--- config.mk ---
export PLATFORM = sky130hd
export DESIGN_NAME = adc_channel_scan_averager_top
export DESIGN_NICKNAME = d
export VERILOG_FILES = /design/src/rtl/acsa_pkg.sv /design/src/rtl/acsa_front.sv /design/src/rtl/acsa_queue.sv /design/src/rtl/acsa_div.sv /design/src/rtl/acsa_back.sv /design/src/rtl/adc_channel_scan_averager_top.sv
export SDC_FILE = /design/constraint.sdc
export NUM_CORES = 2
export LEC_CHECK = 0
export BUFFER_PORTS_ARGS = -buffer_cell sky130_fd_sc_hd__buf_4
export CAP_MARGIN = 20
export CORE_MARGIN = 10
export CORE_UTILIZATION = 25
export CTS_BUF_LIST = sky130_fd_sc_hd__clkbuf_4
export DETAILED_ROUTE_END_ITERATION = 8
export PLACE_DENSITY_LB_ADDON = 0.12
export REMOVE_ABC_BUFFERS = 1
export SLEW_MARGIN = 30
export SYNTH_ARGS = -nofsm -noshare
export SYNTH_HDL_FRONTEND = slang
export SYNTH_HIERARCHICAL = 1
export SYNTH_SLANG_ARGS = --single-unit
--- constraint.sdc ---
create_clock -name clock -period 6.6 [get_ports clock]
set_input_delay 0.66 -clock clock [delete_from_list [all_inputs] [get_ports clock]]
set_output_delay 0.66 -clock clock [all_outputs]
set_load 0.02 [all_outputs]
--- src/rtl/acsa_pkg.sv ---
// shared types, constants and table functions for the converter scan averager
// no dependencies; imported by every module of the block
package acsa_pkg;

   localparam int CH_W     = 4;
   localparam int SAMPLE_W = 16;
   localparam int CONV_W   = 12;
   localparam int ACC_W    = 29;
   localparam int TICK_W   = 16;
   localparam int CNT_W    = 5;
   localparam int AVG_W    = 13;
   localparam int SCALED_W = 16;
   localparam int MASK_W   = 16;
   localparam int NUM_W    = ACC_W + 2;
   localparam int DEN_W    = TICK_W + 1;
   localparam int MAX_CHANNELS_DEFAULT = 16;

   // floor(x*27/400) == (x*2264925) >> 25 for every non-negative 16-bit x
   localparam int SCALE_MULT_W = 22;
   localparam logic [SCALE_MULT_W-1:0] SCALE_MULT = 22'd2264925;
   localparam int SCALE_SHIFT = 25;
   localparam int PROD_W = (SAMPLE_W - 1) + SCALE_MULT_W;

   localparam logic [NUM_W-1:0] LEVEL_LIMIT = NUM_W'(700);
   localparam logic [NUM_W-1:0] SAT_LIMIT   = NUM_W'(4095);
   localparam logic [SCALED_W-1:0] SCALED_MAX = 16'hFFFF;

   localparam logic [1:0] KIND_SELECT  = 2'd0;
   localparam logic [1:0] KIND_READ    = 2'd1;
   localparam logic [1:0] KIND_AVERAGE = 2'd2;

   localparam int CSR_IDX_W  = 2;
   localparam int CSR_DATA_W = 16;
   localparam logic [CSR_IDX_W-1:0] CSR_AVERAGE_LENGTH = 2'd0;
   localparam logic [CSR_IDX_W-1:0] CSR_CHANNEL_COUNT  = 2'd1;

   typedef struct packed {
      logic signed [SAMPLE_W-1:0] sample;
      logic                       bus_idle;
      logic                       config_write_pending;
   } req_type;

   typedef struct packed {
      logic [1:0]          kind;
      logic [7:0]          device_address;
      logic [7:0]          mux_byte;
      logic [CH_W-1:0]     channel;
      logic [AVG_W-1:0]    average;
      logic [SCALED_W-1:0] scaled_average;
      logic [MASK_W-1:0]   level_mask;
      logic                last;
   } rsp_type;

   // one classified tick handed from front to back
   typedef struct packed {
      logic              store_en;
      logic [CH_W-1:0]   store_ch;
      logic [CONV_W-1:0] store_val;
      logic              cmd_valid;
      logic [1:0]        cmd_kind;
      logic [7:0]        cmd_addr;
      logic [7:0]        cmd_mux;
      logic [CH_W-1:0]   cmd_ch;
      logic              do_avg;
      logic [TICK_W-1:0] ticks;
      logic [CNT_W-1:0]  n;
   } job_type;

   function automatic logic [7:0] addr_of(input logic [CH_W-1:0] ch);
      logic [7:0] a;
      case (ch[3:2])
         2'd0:    a = 8'h92;
         2'd1:    a = 8'h90;
         2'd2:    a = 8'h96;
         default: a = 8'h94;
      endcase
      return a;
   endfunction

   function automatic logic [7:0] mux_of(input logic [CH_W-1:0] ch);
      logic [7:0] m;
      case ({ch[3], ch[1:0]})
         3'd0:    m = 8'hF4;
         3'd1:    m = 8'hE4;
         3'd2:    m = 8'hD4;
         3'd3:    m = 8'hC4;
         3'd4:    m = 8'hC4;
         3'd5:    m = 8'hD4;
         3'd6:    m = 8'hE4;
         default: m = 8'hF4;
      endcase
      return m;
   endfunction

endpackage

--- src/rtl/acsa_front.sv ---
// front end: accepts scan ticks, tracks phase, channel and tick count,
// converts the reading and classifies the tick into a job; uses acsa_pkg
module acsa_front
   import acsa_pkg::*;
(
   input  logic              clock,
   input  logic              reset,
   input  logic              req_valid,
   output logic              req_ready,
   input  req_type           req_word,
   input  logic [TICK_W-1:0] avg_len,
   input  logic [CNT_W-1:0]  eff_n,
   input  logic              q_full,
   output logic              push,
   output job_type           job
);

   logic              phase_ff, phase_in;
   logic [CH_W-1:0]   cur_ch_ff, cur_ch_in;
   logic [TICK_W-1:0] tick_ff, tick_in;

   logic [PROD_W-1:0] prod;
   logic [CNT_W-1:0]  ch_inc;
   logic [CH_W-1:0]   ch_nx;
   logic [TICK_W-1:0] tick_nx;
   logic              do_avg;

   assign req_ready = !q_full;
   assign push      = req_valid && req_ready;

   assign prod    = PROD_W'(req_word.sample[SAMPLE_W-2:0]) * PROD_W'(SCALE_MULT);
   assign ch_inc  = CNT_W'(cur_ch_ff) + CNT_W'(1);
   assign ch_nx   = (ch_inc >= eff_n) ? '0 : ch_inc[CH_W-1:0];
   assign tick_nx = tick_ff + TICK_W'(1);
   assign do_avg  = (tick_nx >= avg_len) && (tick_nx != '0);

   always_comb begin
      job           = '0;
      job.do_avg    = do_avg;
      job.ticks     = tick_nx;
      job.n         = eff_n;
      job.store_ch  = cur_ch_ff;
      job.store_val = req_word.sample[SAMPLE_W-1] ? '0 : prod[SCALE_SHIFT +: CONV_W];
      if (!phase_ff) begin
         job.store_en  = 1'b1;
         job.cmd_valid = req_word.bus_idle;
         job.cmd_kind  = KIND_SELECT;
         job.cmd_addr  = addr_of(ch_nx);
         job.cmd_mux   = mux_of(ch_nx);
         job.cmd_ch    = ch_nx;
      end else begin
         job.cmd_valid = req_word.bus_idle && !req_word.config_write_pending;
         job.cmd_kind  = KIND_READ;
         job.cmd_addr  = addr_of(cur_ch_ff);
         job.cmd_ch    = cur_ch_ff;
      end
   end

   always_comb begin
      phase_in  = phase_ff;
      cur_ch_in = cur_ch_ff;
      tick_in   = tick_ff;
      if (push) begin
         phase_in = !phase_ff;
         if (!phase_ff) begin
            cur_ch_in = ch_nx;
         end
         tick_in = do_avg ? '0 : tick_nx;
      end
   end

   always_ff @(posedge clock) begin
      if (reset) begin
         phase_ff  <= 1'b0;
         cur_ch_ff <= '0;
         tick_ff   <= '0;
      end else begin
         phase_ff  <= phase_in;
         cur_ch_ff <= cur_ch_in;
         tick_ff   <= tick_in;
      end
   end

endmodule

--- src/rtl/acsa_queue.sv ---
// two-entry job queue between front and back; uses acsa_pkg
module acsa_queue
   import acsa_pkg::*;
(
   input  logic    clock,
   input  logic    reset,
   input  logic    push,
   input  job_type push_job,
   input  logic    pop,
   output job_type pop_job,
   output logic    full,
   output logic    empty
);

   job_type    entry_ff [2];
   logic       wr_ptr_ff, wr_ptr_in;
   logic       rd_ptr_ff, rd_ptr_in;
   logic [1:0] count_ff, count_in;

   assign full    = (count_ff == 2'd2);
   assign empty   = (count_ff == 2'd0);
   assign pop_job = entry_ff[rd_ptr_ff];

   always_comb begin
      wr_ptr_in = push ? !wr_ptr_ff : wr_ptr_ff;
      rd_ptr_in = pop  ? !rd_ptr_ff : rd_ptr_ff;
      count_in  = count_ff + 2'(push) - 2'(pop);
   end

   always_ff @(posedge clock) begin
      if (push) begin
         entry_ff[wr_ptr_ff] <= push_job;
      end
   end

   always_ff @(posedge clock) begin
      if (reset) begin
         wr_ptr_ff <= 1'b0;
         rd_ptr_ff <= 1'b0;
         count_ff  <= '0;
      end else begin
         wr_ptr_ff <= wr_ptr_in;
         rd_ptr_ff <= rd_ptr_in;
         count_ff  <= count_in;
      end
   end

endmodule

--- src/rtl/acsa_div.sv ---
// restoring divider, one quotient bit per cycle; uses acsa_pkg
// done pulses in the cycle after the last step, with the quotient on quo
module acsa_div
   import acsa_pkg::*;
(
   input  logic             clock,
   input  logic             reset,
   input  logic             start,
   input  logic [NUM_W-1:0] num,
   input  logic [DEN_W-1:0] den,
   output logic             done,
   output logic [NUM_W-1:0] quo
);

   localparam int STEP_W = $clog2(NUM_W);

   logic              busy_ff, busy_in;
   logic              done_ff, done_in;
   logic [STEP_W-1:0] step_ff, step_in;
   logic [NUM_W-1:0]  num_ff, num_in;
   logic [DEN_W-1:0]  den_ff, den_in;
   logic [DEN_W-1:0]  rem_ff, rem_in;
   logic [DEN_W:0]    trial;
   logic              fits;

   assign trial = {rem_ff, num_ff[NUM_W-1]};
   assign fits  = trial >= {1'b0, den_ff};
   assign done  = done_ff;
   assign quo   = num_ff;

   always_comb begin
      busy_in = busy_ff;
      step_in = step_ff;
      num_in  = num_ff;
      den_in  = den_ff;
      rem_in  = rem_ff;
      done_in = 1'b0;
      if (start) begin
         busy_in = 1'b1;
         step_in = STEP_W'(NUM_W - 1);
         num_in  = num;
         den_in  = den;
         rem_in  = '0;
      end else if (busy_ff) begin
         rem_in = fits ? DEN_W'(trial - {1'b0, den_ff}) : trial[DEN_W-1:0];
         num_in = {num_ff[NUM_W-2:0], fits};
         step_in = step_ff - STEP_W'(1);
         if (step_ff == '0) begin
            busy_in = 1'b0;
            done_in = 1'b1;
         end
      end
   end

   always_ff @(posedge clock) begin
      num_ff <= num_in;
      den_ff <= den_in;
      rem_ff <= rem_in;
      step_ff <= step_in;
   end

   always_ff @(posedge clock) begin
      if (reset) begin
         busy_ff <= 1'b0;
         done_ff <= 1'b0;
      end else begin
         busy_ff <= busy_in;
         done_ff <= done_in;
      end
   end

endmodule

--- src/rtl/acsa_back.sv ---
// back end: stores converted values, sweeps the accumulators, runs the
// averaging divider and drives the result register; uses acsa_pkg, acsa_div
module acsa_back
   import acsa_pkg::*;
#(
   parameter int MAX_CHANNELS = MAX_CHANNELS_DEFAULT
)
(
   input  logic    clock,
   input  logic    reset,
   input  logic    q_empty,
   input  job_type q_job,
   output logic    pop,
   output logic    rsp_valid,
   input  logic    rsp_ready,
   output rsp_type rsp_word
);

   localparam int IDX_W = $clog2(MAX_CHANNELS);

   localparam logic [2:0] S_IDLE  = 3'd0;
   localparam logic [2:0] S_CMD_W = 3'd1;
   localparam logic [2:0] S_ACC   = 3'd2;
   localparam logic [2:0] S_DIV   = 3'd3;
   localparam logic [2:0] S_AVG_W = 3'd4;

   logic [2:0]        state_ff, state_in;
   logic [CH_W-1:0]   ch_ff, ch_in;
   logic [MASK_W-1:0] mask_ff, mask_in;
   job_type           job_ff, job_in;
   rsp_type           rsp_ff, rsp_in;
   logic              rsp_valid_ff, rsp_valid_in;

   logic [CONV_W-1:0] conv_ff [MAX_CHANNELS];
   logic [ACC_W-1:0]  acc_ff  [MAX_CHANNELS];

   logic              conv_we, acc_we, div_start, div_done, last_ch;
   logic [ACC_W-1:0]  sum, acc_wd;
   logic [NUM_W-1:0]  div_num, quo;
   logic [DEN_W-1:0]  div_den;
   logic [MASK_W-1:0] mask_nx;
   logic [IDX_W-1:0]  idx;

   assign idx      = ch_ff[IDX_W-1:0];
   assign sum      = acc_ff[idx] + ACC_W'({conv_ff[idx], 1'b0});
   assign div_num  = {sum, 1'b0} + NUM_W'(job_ff.ticks);
   assign div_den  = {job_ff.ticks, 1'b0};
   assign last_ch  = (CNT_W'(ch_ff) + CNT_W'(1)) == job_ff.n;
   assign mask_nx  = (quo >= LEVEL_LIMIT) ? (mask_ff | (MASK_W'(1) << ch_ff)) : mask_ff;
   assign rsp_valid = rsp_valid_ff;
   assign rsp_word  = rsp_ff;

   acsa_div u_div (
      .clock (clock),
      .reset (reset),
      .start (div_start),
      .num   (div_num),
      .den   (div_den),
      .done  (div_done),
      .quo   (quo)
   );

   always_comb begin
      state_in     = state_ff;
      ch_in        = ch_ff;
      mask_in      = mask_ff;
      job_in       = job_ff;
      rsp_in       = rsp_ff;
      rsp_valid_in = rsp_valid_ff;
      pop          = 1'b0;
      conv_we      = 1'b0;
      acc_we       = 1'b0;
      acc_wd       = sum;
      div_start    = 1'b0;
      case (state_ff)
         S_IDLE: begin
            if (!q_empty) begin
               pop     = 1'b1;
               job_in  = q_job;
               conv_we = q_job.store_en;
               mask_in = '0;
               ch_in   = '0;
               if (q_job.cmd_valid) begin
                  rsp_in                = '0;
                  rsp_in.kind           = q_job.cmd_kind;
                  rsp_in.device_address = q_job.cmd_addr;
                  rsp_in.mux_byte       = q_job.cmd_mux;
                  rsp_in.channel        = q_job.cmd_ch;
                  rsp_in.last           = !q_job.do_avg;
                  rsp_valid_in          = 1'b1;
                  state_in              = S_CMD_W;
               end else begin
                  state_in = S_ACC;
               end
            end
         end
         S_CMD_W: begin
            if (rsp_ready) begin
               rsp_valid_in = 1'b0;
               state_in     = S_ACC;
            end
         end
         S_ACC: begin
            acc_we = 1'b1;
            if (job_ff.do_avg) begin
               acc_wd    = '0;
               div_start = 1'b1;
               state_in  = S_DIV;
            end else if (last_ch) begin
               state_in = S_IDLE;
            end else begin
               ch_in = ch_ff + CH_W'(1);
            end
         end
         S_DIV: begin
            if (div_done) begin
               rsp_in                = '0;
               rsp_in.kind           = KIND_AVERAGE;
               rsp_in.channel        = ch_ff;
               rsp_in.average        = quo[AVG_W-1:0];
               rsp_in.scaled_average = (quo < SAT_LIMIT) ? {quo[11:0], 4'b0000} : SCALED_MAX;
               rsp_in.level_mask     = last_ch ? mask_nx : '0;
               rsp_in.last           = last_ch;
               rsp_valid_in          = 1'b1;
               mask_in               = mask_nx;
               state_in              = S_AVG_W;
            end
         end
         S_AVG_W: begin
            if (rsp_ready) begin
               rsp_valid_in = 1'b0;
               if (rsp_ff.last) begin
                  state_in = S_IDLE;
               end else begin
                  ch_in    = ch_ff + CH_W'(1);
                  state_in = S_ACC;
               end
            end
         end
         default: begin
            state_in = S_IDLE;
         end
      endcase
   end

   always_ff @(posedge clock) begin
      job_ff  <= job_in;
      rsp_ff  <= rsp_in;
      ch_ff   <= ch_in;
      mask_ff <= mask_in;
   end

   always_ff @(posedge clock) begin
      if (reset) begin
         state_ff     <= S_IDLE;
         rsp_valid_ff <= 1'b0;
         for (int i = 0; i < MAX_CHANNELS; i++) begin
            conv_ff[i] <= '0;
            acc_ff[i]  <= '0;
         end
      end else begin
         state_ff     <= state_in;
         rsp_valid_ff <= rsp_valid_in;
         if (conv_we) begin
            conv_ff[q_job.store_ch[IDX_W-1:0]] <= q_job.store_val;
         end
         if (acc_we) begin
            acc_ff[idx] <= acc_wd;
         end
      end
   end

`ifndef SYNTH
   a_valid_in_wait: assert property (@(posedge clock) disable iff (reset)
      rsp_valid_ff |-> (state_ff == S_CMD_W || state_ff == S_AVG_W))
      else $error("result valid outside a wait state");
   a_div_done_state: assert property (@(posedge clock) disable iff (reset)
      div_done |-> (state_ff == S_DIV))
      else $error("divider finished while not waited for");
   a_sweep_in_range: assert property (@(posedge clock) disable iff (reset)
      (state_ff == S_ACC) |-> (CNT_W'(ch_ff) < job_ff.n))
      else $error("accumulator sweep beyond channel count");
`endif

endmodule

--- src/rtl/adc_channel_scan_averager_top.sv ---
// top level of the converter scan averager: config registers, front end,
// job queue and back end; uses acsa_pkg, acsa_front, acsa_queue, acsa_back
//
// each req word is one scan tick. the front end takes a word whenever its
// two-entry job queue has room, so it keeps accepting while the
// back end works or while a result word waits on rsp. the back end picks
// up a job, waits out the rsp handshake for a command word, then updates
// the accumulators channel by channel. on an averaging tick each channel
// instead goes through the bit-serial divider, which runs 31 steps, and
// then the result word waits for rsp_ready. all stored values reset to
// zero at once, no clearing pass. config writes take effect at the next tick.
module adc_channel_scan_averager_top
   import acsa_pkg::*;
#(
   parameter int MAX_CHANNELS = MAX_CHANNELS_DEFAULT
)
(
   input  logic                  clock,
   input  logic                  reset,
   input  logic                  req_valid,
   output logic                  req_ready,
   input  req_type               req_word,
   output logic                  rsp_valid,
   input  logic                  rsp_ready,
   output rsp_type               rsp_word,
   input  logic                  csr_we,
   input  logic [CSR_IDX_W-1:0]  csr_index,
   input  logic [CSR_DATA_W-1:0] csr_wdata
);

   // config registers
   logic [TICK_W-1:0] avg_len_ff, avg_len_in;
   logic [CNT_W-1:0]  ch_count_ff, ch_count_in;
   logic [CNT_W-1:0]  eff_n;

   // front to queue to back
   logic    push, pop, q_full, q_empty;
   job_type push_job, q_job;

   always_comb begin
      avg_len_in  = avg_len_ff;
      ch_count_in = ch_count_ff;
      if (csr_we) begin
         case (csr_index)
            CSR_AVERAGE_LENGTH: avg_len_in  = csr_wdata[TICK_W-1:0];
            CSR_CHANNEL_COUNT:  ch_count_in = csr_wdata[CNT_W-1:0];
            default: begin
               // unused index, write dropped
            end
         endcase
      end
   end

   always_ff @(posedge clock) begin
      if (reset) begin
         avg_len_ff  <= TICK_W'(1);
         ch_count_ff <= CNT_W'(MAX_CHANNELS_DEFAULT);
      end else begin
         avg_len_ff  <= avg_len_in;
         ch_count_ff <= ch_count_in;
      end
   end

   // channel count saturates at the build limit, zero acts as one
   assign eff_n = (ch_count_ff > CNT_W'(MAX_CHANNELS)) ? CNT_W'(MAX_CHANNELS) :
                  (ch_count_ff == '0) ? CNT_W'(1) : ch_count_ff;

   acsa_front u_front (
      .clock     (clock),
      .reset     (reset),
      .req_valid (req_valid),
      .req_ready (req_ready),
      .req_word  (req_word),
      .avg_len   (avg_len_ff),
      .eff_n     (eff_n),
      .q_full    (q_full),
      .push      (push),
      .job       (push_job)
   );

   acsa_queue u_queue (
      .clock    (clock),
      .reset    (reset),
      .push     (push),
      .push_job (push_job),
      .pop      (pop),
      .pop_job  (q_job),
      .full     (q_full),
      .empty    (q_empty)
   );

   acsa_back #(
      .MAX_CHANNELS (MAX_CHANNELS)
   ) u_back (
      .clock     (clock),
      .reset     (reset),
      .q_empty   (q_empty),
      .q_job     (q_job),
      .pop       (pop),
      .rsp_valid (rsp_valid),
      .rsp_ready (rsp_ready),
      .rsp_word  (rsp_word)
   );

endmodule

==> impl_results.md <==
- Status: finished, final reports clean
- Area leader, netlist: edfxtp_1
- Top post-synthesis cells by area: edfxtp_1 (54%), mux4_2 (6.9%), ha_1 (5.1%)
- Critical path startpoint category: register
- Crit end category: register
- Largest net degree at the start of global routing: 63
- Ys flop type: edfxtp_1
- Synthesized area per cell: 13.41 sq um
- CTS root buf: clkbuf_4
- Met1 usage: 0.1957
- Dpl cell area: 56540 sq um
- DRT Pass-1 Iters: 5
- Worst IR Drop VDD: 0.3587 mV
- HP Start: csr_wdata[0]
- Inserted Clock Buffers: 318
- Most frequent CP cell: buf_4
- Slowest stage delay, CP: 800 ps
- Worst hold stages: 4
- Mapped Area: 52430 sq um
- Dpl cells: 6691
- Post-synthesis cell count: 3909
- Worst Tran Pin Value: 996.6 ps
- Synth top area share: 0.5356
- Final Wtd Congestion: 0.7972
- Critical Path Fanout Max: 13
- Kind of critical path: reg -> reg
- Ys Warns: 6
- Pwr/cell area: 472.6 nW/um^2
- CTS tree: yes
- Slowest CP cell: o311ai_0
- DR WL/cell: 22.69 microns
- Grt met2 use: 0.2242
- Seq/Total Area, Yosys: 0.5657
- Most Crowded Layer GR: met2
- Total GRT Usage: 0.1419
- Htree depth: 5
- Die height: 477.9 microns
- Worst EP arrival: 7280 ps
- Hold Path Class: in -> reg
- Crit path cell chain: buf_12, buf_4, mux4_2, mux4_2, ha_1, buf_4, o21ai_1, o21bai_1, a21oi_1, buf_4, o311ai_0, buf_4, nand2_2, xnor2_1, ha_1, or3_1, o21ai_0, nor2b_1, buf_4, and4_1, nor4b_1, mux2_2
- IO Port Bufs: 110
- Number of synthesized flops with an enable pin: 935
- Vias/cell: 4.437
- Setup TNS: 0 ps
- Vias: 32320
- Drt drc: 0
- Post-DP HPWL: 105600 microns
- Max_slew headroom: 0.3349
- Grt ovf: 0
- Fillers: 21340
- Antenna Nets Post-Route: 0
- Reg-to-reg endpoint: u_back/u_div/quo[30]
- Core Util, Final: 0.2911
- F_max: 160.2 MHz
- Number of global-route vias before repair: 33980
- #FFs+latches synth: 1014
- Hold endpoint: avg_len_ff[0]
- Max Slew Vio Count: 0
- Clock Path Buffers: 4
- Clock latency on the worst-skew pair: 1340 ps
- Synth cell types: 105
- MaxCap Viol Count: 0
- Async set-reset flop share out of synthesis: 0
- Share of cells above drive strength 1: 0.2463
- Lkg Pwr: 22.92 nW
- Initial antenna violation count: 10
- Clock Pin Slew Worst Setup and Hold Paths: 70 ps
- Hold slack: 275.9 ps
- Die W: 477.9 microns
- Die outline area: 228400 sq um
- First-pass GRT wire length: 240100 microns
- Synthesis-to-finish area growth: 16.14%
- Post-Route Skew: 152.1 ps
- Final hold violation count: 0
- Top-level I/O count: 111
- Flop2flop setup slack: 360 ps
- Total Wirelength: 165300 microns
- Final cell count without fillers: 7284
- Design area: 60880 sq um
- Finish-stage setup viols: 0
- Final Cycle Share: 0.9458
- Nets@finish: 4609
- Core Region: 209200 sq um
- DRT iter0 DRCs: 2123
- Final min period: 6242 ps
- Worst EP required: 7640 ps
- Starting Density: 0.2507
- GR Util met3: 0.03185
- Reg2Reg Depth: 22
- Row count: 168
- CTS sink cnt: 1014
-- where the power goes --
group          leakage, nW  internal [mW]  total [mW]  switching [mW]
clock                 2.33           3.33        6.16            2.83
combinational         10.5           5.20        14.0            8.82
sequential            10.1           8.06        8.60           0.532
-- registers in the layout, indices dropped and copies added (netlist names), 5 cells and up, named ones only --
signal                flops
avg_len_ff               16
ch_count_ff               5
u_back/acc_ff           464
u_back/conv_ff          192
u_back/div_den           16
u_back/job_ff             6
u_back/mask_ff           16
u_back/rsp_word          65
u_back/u_div/den_ff      17
u_back/u_div/quo         31
u_back/u_div/rem_ff      17
u_back/u_div/step_ff      5
u_front/tick_ff          16
u_queue/entry_ff        124
-- critical path: cells and delay by family, from the launching register on --
kind                     cells  cell delay (ps)
XOR/XNOR                     1              180
AO/OA/AOI/OAI                5             1490
adder cells (fa/ha/maj)      2              590
AND/OR/NAND/NOR              5              840
buffers and inverters        6             1180
multiplexers                 3             1360
flip-flops                   1              380
-- Yosys cell counts, drive strengths merged (43+ instances only) --
cell type and count:
xnor2 62, a21oi 104, and2 232, edfxtp 935
clkbuf 163, mux2i 43, nand3 45, ha 212
dfxtp 79, buf 85, nor3 47, mux2 97
inv 247, mux4 190, fa 105, xor2 46
nor2 612, nand2b 75, o21ai 67, nand2 146
-- worst max-delay path by stage --
stage / startpoint / endpoint / slack [ps] / cells past startpoint
final: register / u_back/u_div/quo[30] / 360 / 22
after detailed placement: register / u_back/u_div/quo[25] / 200 / 23
after CTS: register / u_back/u_div/quo[25] / 200 / 23
after global placement: register / u_back/u_div/quo[25] / 220 / 24
after floorplan: register / u_back/u_div/quo[25] / -5100 / 23
after global routing: register / u_back/u_div/quo[25] / -5 / 24
-- area by class of cell --
class	count	area, sq um	share of cell area
clock inverter	60	281.5	0.004624
antenna	13	32.53	0.0005343
multi-input combinational	2408	20700	0.3400
sequential	1014	29670	0.4874
clock buffer	475	3566	0.05857
timing repair buffer	262	2197	0.03609
inverter	247	927.1	0.01523
tap	2805	3510	0.05764
-- per-layer routing --
metal  vias to the layer above  routed length, microns
li1                      14940                       -
met1                     16420                   78260
met2                       762                   76070
met3                       199                    7735
met4                         0                    3230
met5                         -                       0
-- metrics by stage --
stage	setup slack (ps)	total power [mW]
after floorplan	-5095	18.17
after global placement	222.3	22.94
after detailed placement	196.7	22.84
after CTS	196.4	29.27
after global routing	-4.725	30.95
final	357.8	28.77
-- repair_timing --
action	4_1_cts	5_1_grt
setup buffers	0	4
setup endpoints to repair	0	2
resized for setup	0	3
hold endpoints to repair	61	0
hold buffers	41	0
-- cell families (layout without fill, tap and decap cells) --
family,count (synthesis),in the layout,synth area share
AO/OA/AOI/OAI,323,323,0.04060
XOR/XNOR,109,109,0.01890
adder cells (fa/ha/maj),317,317,0.09069
buffers and inverters,495,1044,0.04365
flip-flops,1014,1014,0.5657
multiplexers,330,330,0.1171
other,3,24,0.0002148
AND/OR/NAND/NOR,1318,1318,0.1231
-- layout by cell type (no fill, tap or decap), drive strengths merged, types with 43 or more instances in the layout --
master  instances
a21oi         104
clkbuf        475
edfxtp        935
nand2         146
ha            212
mux2i          43
o21ai          67
nor3           47
nor2          612
clkinv         53
xnor2          62
and2          232
nand2b         75
nand3          45
xor2           46
inv           252
fa            105
dfxtp          79
buf           221
mux4          190
mux2           97
(Power assumes the default switching activity.)
